--- config.mk ---
export PLATFORM = sky130hd
export DESIGN_NAME = adc_value_ascii_formatter
export DESIGN_NICKNAME = d
export VERILOG_FILES = /design/src/sv/avaf_pkg.sv /design/src/sv/adc_value_ascii_formatter.sv
export SDC_FILE = /design/constraint.sdc
export NUM_CORES = 1
export LEC_CHECK = 0
export BUFFER_PORTS_ARGS = -buffer_cell sky130_fd_sc_hd__buf_2
export CAP_MARGIN = 20
export CELL_PAD_IN_SITES_DETAIL_PLACEMENT = 1
export CELL_PAD_IN_SITES_GLOBAL_PLACEMENT = 1
export CORE_MARGIN = 2
export CORE_UTILIZATION = 48
export CTS_CLUSTER_DIAMETER = 120
export DETAILED_ROUTE_END_ITERATION = 8
export GPL_TIMING_DRIVEN = 0
export PLACE_DENSITY = 0.9
export REMOVE_ABC_BUFFERS = 1
export SLEW_MARGIN = 25
export SYNTH_ARGS = -nofsm -noshare
export SYNTH_HDL_FRONTEND = slang
export SYNTH_SLANG_ARGS = --single-unit
--- constraint.sdc ---
create_clock -name clk_i -period 5.5 [get_ports clk_i]
set_input_delay 0.55 -clock clk_i [delete_from_list [all_inputs] [get_ports clk_i]]
set_output_delay 0.55 -clock clk_i [all_outputs]
set_load 0.02 [all_outputs]
--- src/sv/avaf_pkg.sv ---
package avaf_pkg;

  typedef enum logic [1:0] {
    OP_HEX  = 2'd0,
    OP_DEC  = 2'd1,
    OP_BIN  = 2'd2,
    OP_NONE = 2'd3
  } op_e;

  localparam int unsigned VALUE_W = 10;
  localparam int unsigned CHAR_W  = 7;
  localparam int unsigned IDX_W   = 4;

  localparam logic [CHAR_W-1:0] ASCII_ZERO    = 7'h30;
  localparam logic [CHAR_W-1:0] ASCII_SPACE   = 7'h20;
  localparam logic [CHAR_W-1:0] ASCII_ALPHA_A = 7'h41;
  localparam logic [CHAR_W-1:0] ASCII_NINE    = 7'h39;
  localparam logic [CHAR_W-1:0] ASCII_ALPHA_F = 7'h46;
  localparam logic [CHAR_W-1:0] HEX_ALPHA_OFS = 7'd7;

  // index of the trailing space in each run
  localparam logic [IDX_W-1:0] HEX_LAST_IDX = 4'd3;
  localparam logic [IDX_W-1:0] DEC_LAST_IDX = 4'd4;
  localparam logic [IDX_W-1:0] BIN_LAST_IDX = 4'd12;

  function automatic logic [CHAR_W-1:0] hex_char(input logic [3:0] nib);
    logic [CHAR_W-1:0] c;
    c = ASCII_ZERO + {3'b000, nib};
    if (nib >= 4'hA) begin
      c = c + HEX_ALPHA_OFS;
    end
    return c;
  endfunction

  function automatic logic [CHAR_W-1:0] dec_char(input logic [3:0] dig);
    return ASCII_ZERO + {3'b000, dig};
  endfunction

  function automatic logic [IDX_W-1:0] last_idx(input op_e op);
    logic [IDX_W-1:0] r;
    case (op)
      OP_HEX:  r = HEX_LAST_IDX;
      OP_DEC:  r = DEC_LAST_IDX;
      OP_BIN:  r = BIN_LAST_IDX;
      default: r = '0;
    endcase
    return r;
  endfunction

endpackage

--- src/sv/adc_value_ascii_formatter.sv ---
// channel   | dir | tdata                      | tuser / tlast
// ----------+-----+----------------------------+-----------------------------
// s_axis    | in  | [9:0] value, [15:10] zero  | tuser [1:0] op (radix select)
// m_axis    | out | [6:0] ascii_char, [7] zero | tlast = last (trailing space)
//
// one character per cycle leaves the output register unless m_axis stalls;
// a value yields 4 (hex), 5 (decimal) or 13 (binary) characters, set by the
// character counter, and an unused selector is taken and emits nothing
// the next value is taken in the cycle the last character of the current run
// moves into the output register, so runs follow each other without a gap
// a stall on m_axis holds the output register and the counter; rst_ni clears
// the holding and output valid flags at once
module adc_value_ascii_formatter (
  input  logic       clk_i,
  input  logic       rst_ni,
  input  logic       s_axis_tvalid_i,
  output logic       s_axis_tready_o,
  input  logic [15:0] s_axis_tdata_i,  // [9:0] value, [15:10] unused
  input  logic [1:0] s_axis_tuser_i,   // [1:0] op
  output logic       m_axis_tvalid_o,
  input  logic       m_axis_tready_i,
  output logic [7:0] m_axis_tdata_o,   // [6:0] ascii_char, [7] zero
  output logic       m_axis_tlast_o
);

  localparam int unsigned VW = avaf_pkg::VALUE_W;
  localparam int unsigned CW = avaf_pkg::CHAR_W;
  localparam int unsigned IW = avaf_pkg::IDX_W;

  // holding register: the value being spelled out plus its decimal split
  logic              hold_vld_q, hold_vld_d;
  avaf_pkg::op_e     op_q, op_d;
  logic [VW-1:0]     value_q, value_d;
  logic              thou_q, thou_d;      // value > 999
  logic [3:0]        hund_q, hund_d;      // hundreds digit
  logic [6:0]        rem_q, rem_d;        // value mod 100
  logic [IW-1:0]     idx_q, idx_d;        // character position in the run

  // output register
  logic              out_vld_q, out_vld_d;
  logic [CW-1:0]     out_char_q, out_char_d;
  logic              out_last_q, out_last_d;

  logic              s_acc;
  logic              out_free;
  logic              advance;
  logic              run_end;
  logic [CW-1:0]     cur_char;
  logic              cur_last;

  // decimal split at intake: subtract one thousand from a value above 999,
  // then divide by 100 by multiplying with 41/4096 (exact below 1000)
  logic [VW-1:0]     in_value;
  logic [VW-1:0]     in_below;
  logic [15:0]       hund_prod;
  logic [3:0]        in_hund;
  logic [VW-1:0]     in_rem;

  assign in_value = s_axis_tdata_i[VW-1:0];

  always_comb begin
    in_below  = (in_value > 10'd999) ? (in_value - 10'd1000) : in_value;
    hund_prod = {6'b0, in_below} * 16'd41;
    in_hund   = hund_prod[15:12];
    in_rem    = in_below - ({6'b0, in_hund} * 10'd100);
  end

  // character generation for the current position
  logic [14:0]       tens_prod;
  logic [3:0]        tens;
  logic [6:0]        ones_full;
  logic [3:0]        ones;
  logic [11:0]       bin_word;
  logic [IW-1:0]     bit_sel;

  always_comb begin
    tens_prod = {8'b0, rem_q} * 15'd205;   // divide by ten, exact below 1029
    tens      = tens_prod[14:11];
    ones_full = rem_q - ({3'b000, tens} * 7'd10);
    ones      = ones_full[3:0];
    bin_word  = {2'b00, value_q};
    bit_sel   = 4'd11 - idx_q;
    cur_char  = avaf_pkg::ASCII_SPACE;
    cur_last  = (idx_q == avaf_pkg::last_idx(op_q));
    case (op_q)
      avaf_pkg::OP_HEX: begin
        case (idx_q)
          4'd0:    cur_char = avaf_pkg::hex_char({2'b00, value_q[9:8]});
          4'd1:    cur_char = avaf_pkg::hex_char(value_q[7:4]);
          4'd2:    cur_char = avaf_pkg::hex_char(value_q[3:0]);
          default: cur_char = avaf_pkg::ASCII_SPACE;
        endcase
      end
      avaf_pkg::OP_DEC: begin
        // leading positions stay blank until the first shown digit
        case (idx_q)
          4'd0: begin
            if (thou_q) begin
              cur_char = avaf_pkg::dec_char(4'd1);
            end
          end
          4'd1: begin
            if (value_q > 10'd99) begin
              cur_char = avaf_pkg::dec_char(hund_q);
            end
          end
          4'd2: begin
            if (value_q > 10'd9) begin
              cur_char = avaf_pkg::dec_char(tens);
            end
          end
          4'd3:    cur_char = avaf_pkg::dec_char(ones);
          default: cur_char = avaf_pkg::ASCII_SPACE;
        endcase
      end
      avaf_pkg::OP_BIN: begin
        // msb first, the two top positions are always zero
        if (idx_q < avaf_pkg::BIN_LAST_IDX) begin
          cur_char = avaf_pkg::dec_char({3'b000, bin_word[bit_sel]});
        end
      end
      default: cur_char = avaf_pkg::ASCII_SPACE;
    endcase
  end

  // handshake
  assign out_free        = !out_vld_q || m_axis_tready_i;
  assign advance         = hold_vld_q && out_free;
  assign run_end         = advance && cur_last;
  assign s_axis_tready_o = !hold_vld_q || run_end;
  assign s_acc           = s_axis_tvalid_i && s_axis_tready_o;

  always_comb begin
    hold_vld_d = hold_vld_q;
    op_d       = op_q;
    value_d    = value_q;
    thou_d     = thou_q;
    hund_d     = hund_q;
    rem_d      = rem_q;
    idx_d      = idx_q;
    if (s_acc) begin
      // an unused selector is taken and dropped
      hold_vld_d = (avaf_pkg::op_e'(s_axis_tuser_i) != avaf_pkg::OP_NONE);
      op_d       = avaf_pkg::op_e'(s_axis_tuser_i);
      value_d    = in_value;
      thou_d     = (in_value > 10'd999);
      hund_d     = in_hund;
      rem_d      = in_rem[6:0];
      idx_d      = '0;
    end else if (run_end) begin
      hold_vld_d = 1'b0;
    end else if (advance) begin
      idx_d = idx_q + 4'd1;
    end
  end

  always_comb begin
    out_vld_d  = out_vld_q;
    out_char_d = out_char_q;
    out_last_d = out_last_q;
    if (advance) begin
      out_vld_d  = 1'b1;
      out_char_d = cur_char;
      out_last_d = cur_last;
    end else if (m_axis_tready_i) begin
      out_vld_d = 1'b0;
    end
  end

  always_ff @(posedge clk_i or negedge rst_ni) begin
    if (!rst_ni) begin
      hold_vld_q <= 1'b0;
      out_vld_q  <= 1'b0;
    end else begin
      hold_vld_q <= hold_vld_d;
      out_vld_q  <= out_vld_d;
    end
  end

  always_ff @(posedge clk_i) begin
    op_q       <= op_d;
    value_q    <= value_d;
    thou_q     <= thou_d;
    hund_q     <= hund_d;
    rem_q      <= rem_d;
    idx_q      <= idx_d;
    out_char_q <= out_char_d;
    out_last_q <= out_last_d;
  end

  assign m_axis_tvalid_o = out_vld_q;
  assign m_axis_tdata_o  = {1'b0, out_char_q};
  assign m_axis_tlast_o  = out_last_q;

endmodule

==> results.yml, run 1 <==
sta:
  fin_skew_ns: 0.0159
  fin_ws_ns: -0.00552
  timing.final.crit_share_pct: 100
  finalSetupViolations: 1
  fmax_ghz: 0.182
  finalMaxSlewViolations: 0
  min_period_ns: 5.51
  worst_slew_pin_slew_ns: 1.00
  relSlewSlack_pct: 33.3
  hold_viol: 0
die:
  core-area_mm2: 0.00826
  die_h_um: 96.4
  start_util_pct: 49.6
  die_w_um: 96.4
  ioPinCount: 33
  die-area_mm2: 0.00928
  fp-row-count: 33
synthesis:
  synth_top_family_by_area: "adder cells"
  syn_area_mm2: 0.00409
  ys_top_cells_by_area: "ha_1 (28%), edfxtp_1 (22%), fa_1 (6.8%), inv_1 (5.3%), xnor2_1 (2.6%)"
  synth-main-ff-cell: "edfxtp_1"
  synthMuxAreaShare_pct: 1.96
  synthAdderAreaFrac_pct: 35.0
  yosysTopAreaCellShare_pct: 28.1
  synthCells: 418
  synth_edf_count: 30
  synth_compound_area_share_pct: 15.1
  ys_ff_latch: 36
  yosysTopAreaCell: "ha_1"
  synth_area_per_cell_um2: 9.79
  ys_seq_area_share_pct: 25.2
  yosysUniqueCellTypes: 65
  synthSimpleGateAreaFrac_pct: 12.1
  yosys_warnings: 0
  postSynth.asyncResetShare_pct: 5.56
  synth_xor_area_share_pct: 4.28
detailed_routing:
  wl_per_cell_um: 20.1
  route.vias.total: 3316
  firstDrtPassIters: 5
  ant_nets: 0
  drt_iter0_markers: 109
  drc: 0
  routed_wl_um: 11200
  vias_per_cell: 5.95
placement:
  dpl.hpwl_um: 8230
  gp_congestion: 0.839
  place_inst: 540
  port_buffers: 25
cts:
  clkSinkCount: 36
  clkSlewWorstSetupHoldPaths_ns: 0.09
  cts_tree: "done"
  htree_levels: 2
  insertion_delay_ns: 0.30
  numCtsBuffers: 5
  root_buffer: "clkbuf_8"
  holdBufCountCts: 0
  clockBufferDepth: 2
setup_path:
  r2r_slack_ns: 0.66
  crit_path_start_kind: "input port"
  cpMaxStageDelayCell: "fa_1"
  crit_path_end_kind: "flop"
  critPathMaxFanout: 6
  cp.required_ns: 5.54
  max_stage_delay_ns: 0.58
  path_class: "input port to flop"
  cp.arrival_ns: 5.55
pwr:
  p_seq_share_pct: 19.7
  p_sw_share_pct: 48.7
  power.leakage_nw: 2.21
  power.switching_w: 0.00117
  comb_power_share_pct: 71.4
  peakVddDrop_mv: 0.213
  pwr-share-clk_pct: 8.9
  powerDensity_mw_per_mm2: 516
  intPower_w: 0.00123
global_route:
  grt.total_usage_pct: 23.6
  grt_antenna_before_repair: 0
  grt_pass1_wl_um: 16900
  grt_overflow: 0
  grt_max_degree: 23
  grt_pass1_vias: 3541
outcome:
  violations: "negative setup slack"
  status: "finished with violations"
final_layout:
  area_growth_pct: 13.3
  n_antenna_cell: 0
  fill_cells: 934
  instances_no_fill: 557
  nets: 579
  multiInputGateArea_mm2: 0.00296
  register_area_mm2: 0.00103
  post-route-util_pct: 56.2
  layout-drive-gt1-share_pct: 16.8
hold_path:
  hold_path_class: "input port to async pin"
flow_run:
  drv_cap: 0
cell usage in the layout (no fill, tap or decap), drive strengths merged, types with 7 or more instances in the layout:
| master | n |
|---|---|
| ha | 92 |
| inv | 61 |
| buf | 34 |
| edfxtp | 30 |
| nand2 | 25 |
| nor2 | 21 |
| a21oi | 20 |
| o21ai | 17 |
| fa | 14 |
| nand3 | 12 |
| xnor2 | 12 |
| nor3 | 8 |
| xor2 | 8 |
| o22ai | 7 |
| nor2b | 7 |
metrics by stage:
stage                     hold WS [ns]  instance area, µm²  total power, W   TNS, ns  setup WS, ns
after floorplan                  0.254                4060         0.00168         0         0.254
after global placement           0.335                4310         0.00195    -0.410        -0.410
after detailed placement         0.338                4310         0.00208    -0.972        -0.789
after CTS                       0.0137                4490         0.00232         0        0.0638
after global routing           0.00833                4640         0.00263    -0.193        -0.193
final                           0.0102                4640         0.00239  -0.00552      -0.00552
power groups by stage:
stage | Clock [W] | Combinational [W] | Sequential [W]
finish | 0.000212 | 0.00171 | 0.000471
floorplan | 0 | 0.00120 | 0.000474
detailed placement | 0 | 0.00161 | 0.000473
global placement | 0 | 0.00148 | 0.000466
CTS | 0.000213 | 0.00164 | 0.000467
global route | 0.000223 | 0.00192 | 0.000479
flip-flops by register name (all words and copies together), names as in the netlist:
name / cells
op_q: 2
hund_q: 4
idx_q: 4
rem_q: 5
value_q: 10
thou_q: 1
m_axis_tlast_o: 1
m_axis_tvalid_o: 1
out_char_q: 7
hold_vld_q: 1
worst max-delay path: cells and delay by family:
family                     cells  cell delay (ns)
AOI/OAI and AO/OA              6             1.11
buffers and inverters          4             0.51
muxes                          1             0.11
and+or+nand+nor                5             0.91
adders and majority gates      4             1.53
xor gates and xnor gates       5             0.80
final timing paths:
path,start,end,cells after the start
max in group asynchronous,rst_ni,m_axis_tvalid_o,1
min in group clk_i,s_axis_tdata_i[9],value_q[9],1
worst min-delay path,rst_ni,hold_vld_q,1
worst min register to register,idx_q[3],idx_q[3],2
worst max-delay path,s_axis_tdata_i[3],rem_q[6],25
worst max register to register,value_q[1],out_char_q[3],14
metal layers:
layer | vias up | global-route usage, % | wire length [µm]
li1 | 1552 | - | -
met2 | 92 | 44.6 | 5970
met1 | 1638 | 27.2 | 4560
met5 | - | 0 | 0
met4 | 0 | 7.28 | 360
met3 | 34 | 3.37 | 327
area by class of cell:
type                    count  share of cell area [%]
multi-input cells         314                    63.9
clock inverters             2                   0.297
flip-flops and latches     36                    22.2
well taps                 105                    2.83
repair buffers             34                    4.15
inverters                  60                    4.86
clock buffers               6                    1.78
cells in the mapped netlist, types with 2 or more instances:
master,n
buf_2,2
a21oi_2,3
nand3b_1,2
a211o_1,2
or2_2,2
xnor2_1,12
nand3_1,12
ha_1,92
nand2_1,25
a21o_1,6
o311ai_1,2
a31oi_1,2
fa_1,14
nand4_1,2
o21a_1,2
o21ai_1,8
o22ai_1,7
o31ai_1,4
nor3_1,8
and2_1,6
inv_2,2
nor2b_1,7
xor2_1,8
clkbuf_1,5
nand2b_1,3
dfrtp_1,2
a21oi_1,17
edfxtp_1,30
inv_1,58
and4_1,2
a22o_1,2
mux2i_1,2
a221oi_1,5
o21ai_0,9
nor2_1,20
dfxtp_1,4
cells by family (layout without fill, tap and decap cells):
group,after synthesis,count (layout)
XOR/XNOR,20,20
AO/OA/AOI/OAI,85,85
flip-flops,36,36
other,1,1
adder cells (fa/ha/maj),106,106
multiplexers,5,5
buffers and inverters,68,102
AND/OR/NAND/NOR,97,97
timing repair:
action,4_1_cts,5_1_grt
cloned,0,0
setup endpoints to repair,1,1
buffers inserted,3,6
gates resized for setup,11,18
pin swaps,4,12
endpoints found under the hold margin,0,0
No activity file was read; power rests on OpenSTA's default activity.
==> run 2, diff against run 1 <==
--- a/config.mk
+++ b/config.mk
@@ -11,6 +11,7 @@
 export CELL_PAD_IN_SITES_GLOBAL_PLACEMENT = 1
 export CORE_MARGIN = 2
 export CORE_UTILIZATION = 48
+export CTS_BUF_LIST = sky130_fd_sc_hd__clkbuf_16
 export CTS_CLUSTER_DIAMETER = 120
 export DETAILED_ROUTE_END_ITERATION = 8
 export GPL_TIMING_DRIVEN = 0
==> run 2 against run 1 <==
Effect of this change:
- the flow now finishes without violations
- clock power rose by 39%
- register-to-register slack hardly changed
- final cell count decreased by 0.18%
- sequential share of layout area down 0.20 points
- count of clock-buffer cells in the layout down 1
- maximum frequency up 0.70%
- via count grew 2.1%
- flip-flop and latch count unchanged
- critical path type unchanged
==> results.yml, run 2 (synthesis results as in run 1) <==
global_route:
  use_met1_pct: 30.4
  grt_max_degree: 23
  grt_overflow: 0
  grt.total_usage_pct: 25.5
  grt_antenna_before_repair: 0
  grt_pass1_wl_um: 18000
  busiest_layer: "met2"
  grt_pass1_vias: 3620
  gr-usage-met2_pct: 46.6
  grt_use_met3_pct: 3.45
setup_path:
  crit_path_start_kind: "input port"
  r2r_slack_ns: 0.66
  crit_top_cell: "ha_1"
  rr_worst_depth: 14
  timing.rr.end: "out_char_q[3]"
  cp.required_ns: 5.53
  cp_num_buf_inv: 4
  reg2reg_from: "value_q[1]"
  critPathMaxFanout: 6
  cpMaxStageDelayCell: "fa_1"
  crit_path_end_kind: "flop"
  cpLargestDelayFamily: "adder cells"
  cp.arrival_ns: 5.50
  max_stage_delay_ns: 0.50
  path_class: "input port to flop"
die:
  fp-row-count: 33
  ioPinCount: 33
  die_h_um: 96.4
  die-area_mm2: 0.00928
  die_w_um: 96.4
  start_util_pct: 49.6
  core-area_mm2: 0.00826
cts:
  cts_tree: "done"
  insertion_delay_ns: 0.29
  numCtsBuffers: 5
  htree_levels: 2
  clkSinkCount: 36
  root_buffer: "clkbuf_16"
  clockBufferDepth: 2
  clkSlewWorstSetupHoldPaths_ns: 0.07
  holdBufCountCts: 0
pwr:
  power_w: 0.00250
  powerDensity_mw_per_mm2: 534
  pwr-share-clk_pct: 11.8
  peakVddDrop_mv: 0.216
  power.switching_w: 0.00121
  p_seq_share_pct: 18.9
  comb_power_share_pct: 69.3
  intPower_w: 0.00129
  power.leakage_nw: 2.22
  p_sw_share_pct: 48.4
sta:
  hold_viol: 0
  relSlewSlack_pct: 57.3
  fin_ws_ns: 0.0329
  holdWs_ns: 0.0306
  finalMaxSlewViolations: 0
  fin_skew_ns: 0.00924
  finalSetupViolations: 0
  min_period_ns: 5.47
  worst_slew_pin_slew_ns: 0.638
  fmax_ghz: 0.183
  timing.final.crit_share_pct: 99.4
outcome:
  status: "finished clean"
flow_run:
  drv_cap: 0
detailed_routing:
  ant_nets: 0
  route.vias.total: 3384
  firstDrtPassIters: 5
  drt_iter0_markers: 237
  routed_wl_um: 11700
  vias_per_cell: 6.09
  drc: 0
  wl_per_cell_um: 21.1
final_layout:
  layout-drive-gt1-share_pct: 16.9
  mostFrequentLayoutCell: "ha_1"
  largest-register: "value_q"
  stdcell_area_mm2: 0.00468
  n_antenna_cell: 0
  register_area_mm2: 0.00103
  multiInputGateArea_mm2: 0.00296
  nets: 578
  reg.largest.list: "value_q x10, out_char_q x7, rem_q x5"
  mostFrequentLayoutCells: "ha_1 (88), inv_1 (57), edfxtp_1 (30)"
  post-route-util_pct: 56.7
  area_growth_pct: 14.3
  largest_reg_flops: 10
  fill_cells: 926
placement:
  place_area_mm2: 0.00431
  dpl.hpwl_um: 8230
  port_buffers: 25
  dp_slack_ns: -0.789
  gp_congestion: 0.839
hold_path:
  hold_path_class: "input port to async pin"
[run 2: area by class of cell]
cell class / instances / area share, %
multi-input combinational: 314 / 63.3
sequential: 36 / 22.0
inverter: 60 / 4.86
timing repair buffer: 33 / 3.96
tap: 105 / 2.81
clock buffer: 5 / 2.67
clock inverter: 3 / 0.374
[run 2: worst max path at each step]
stage / slack, ns / startpoint / cells past startpoint / to
detailed placement: -0.79 / s_axis_tdata_i[3] / 25 / rem_q[6]
global placement: -0.41 / s_axis_tdata_i[6] / 25 / rem_q[6]
floorplan: 0.25 / s_axis_tdata_i[8] / 25 / rem_q[6]
finish: 0.03 / s_axis_tdata_i[6] / 25 / rem_q[6]
global route: -0.15 / s_axis_tdata_i[6] / 27 / rem_q[6]
CTS: 0.03 / s_axis_tdata_i[3] / 24 / rem_q[6]
[run 2: repair_timing]
item,4_1_cts,5_1_grt
buffers inserted,3,5
pin swaps,4,10
gates resized for setup,13,17
setup endpoints to repair,1,1
[run 2: worst reg2reg max path: stages (launching register included)]
cell,delay (ns)
edfxtp_1,0.60
ha_1,0.43
fa_1,0.41
fa_1,0.47
ha_1,0.30
ha_1,0.34
a21o_1,0.18
a21oi_1,0.15
a2bb2oi_1,0.27
o311ai_4,0.19
ha_1,0.23
fa_1,0.38
xor2_1,0.24
xnor2_1,0.14
o311ai_1,0.31
[run 2: per-layer routing]
layer / wire length (µm) / part of all wire (%) / vias up
met5: 0 / 0 / -
met3: 478 / 4.1 / 34
met4: 261 / 2.2 / 0
met2: 6280 / 54 / 108
met1: 4720 / 40 / 1686
li1: - / - / 1556
[run 2: through the flow]
stage                     cells  TNS (ns)
after floorplan             410         0
after global placement      540    -0.410
after detailed placement    540    -0.972
after CTS                   551         0
after global routing        556    -0.154
final                       556         0
[run 2: power by group through the flow]
stage | registers, W | logic (W) | clock network (W)
6_report | 0.000473 | 0.00173 | 0.000295
3_3_place_gp | 0.000466 | 0.00148 | 0
2_1_floorplan | 0.000474 | 0.00120 | 0
5_1_grt | 0.000481 | 0.00193 | 0.000301
4_1_cts | 0.000470 | 0.00167 | 0.000291
3_5_place_dp | 0.000473 | 0.00161 | 0
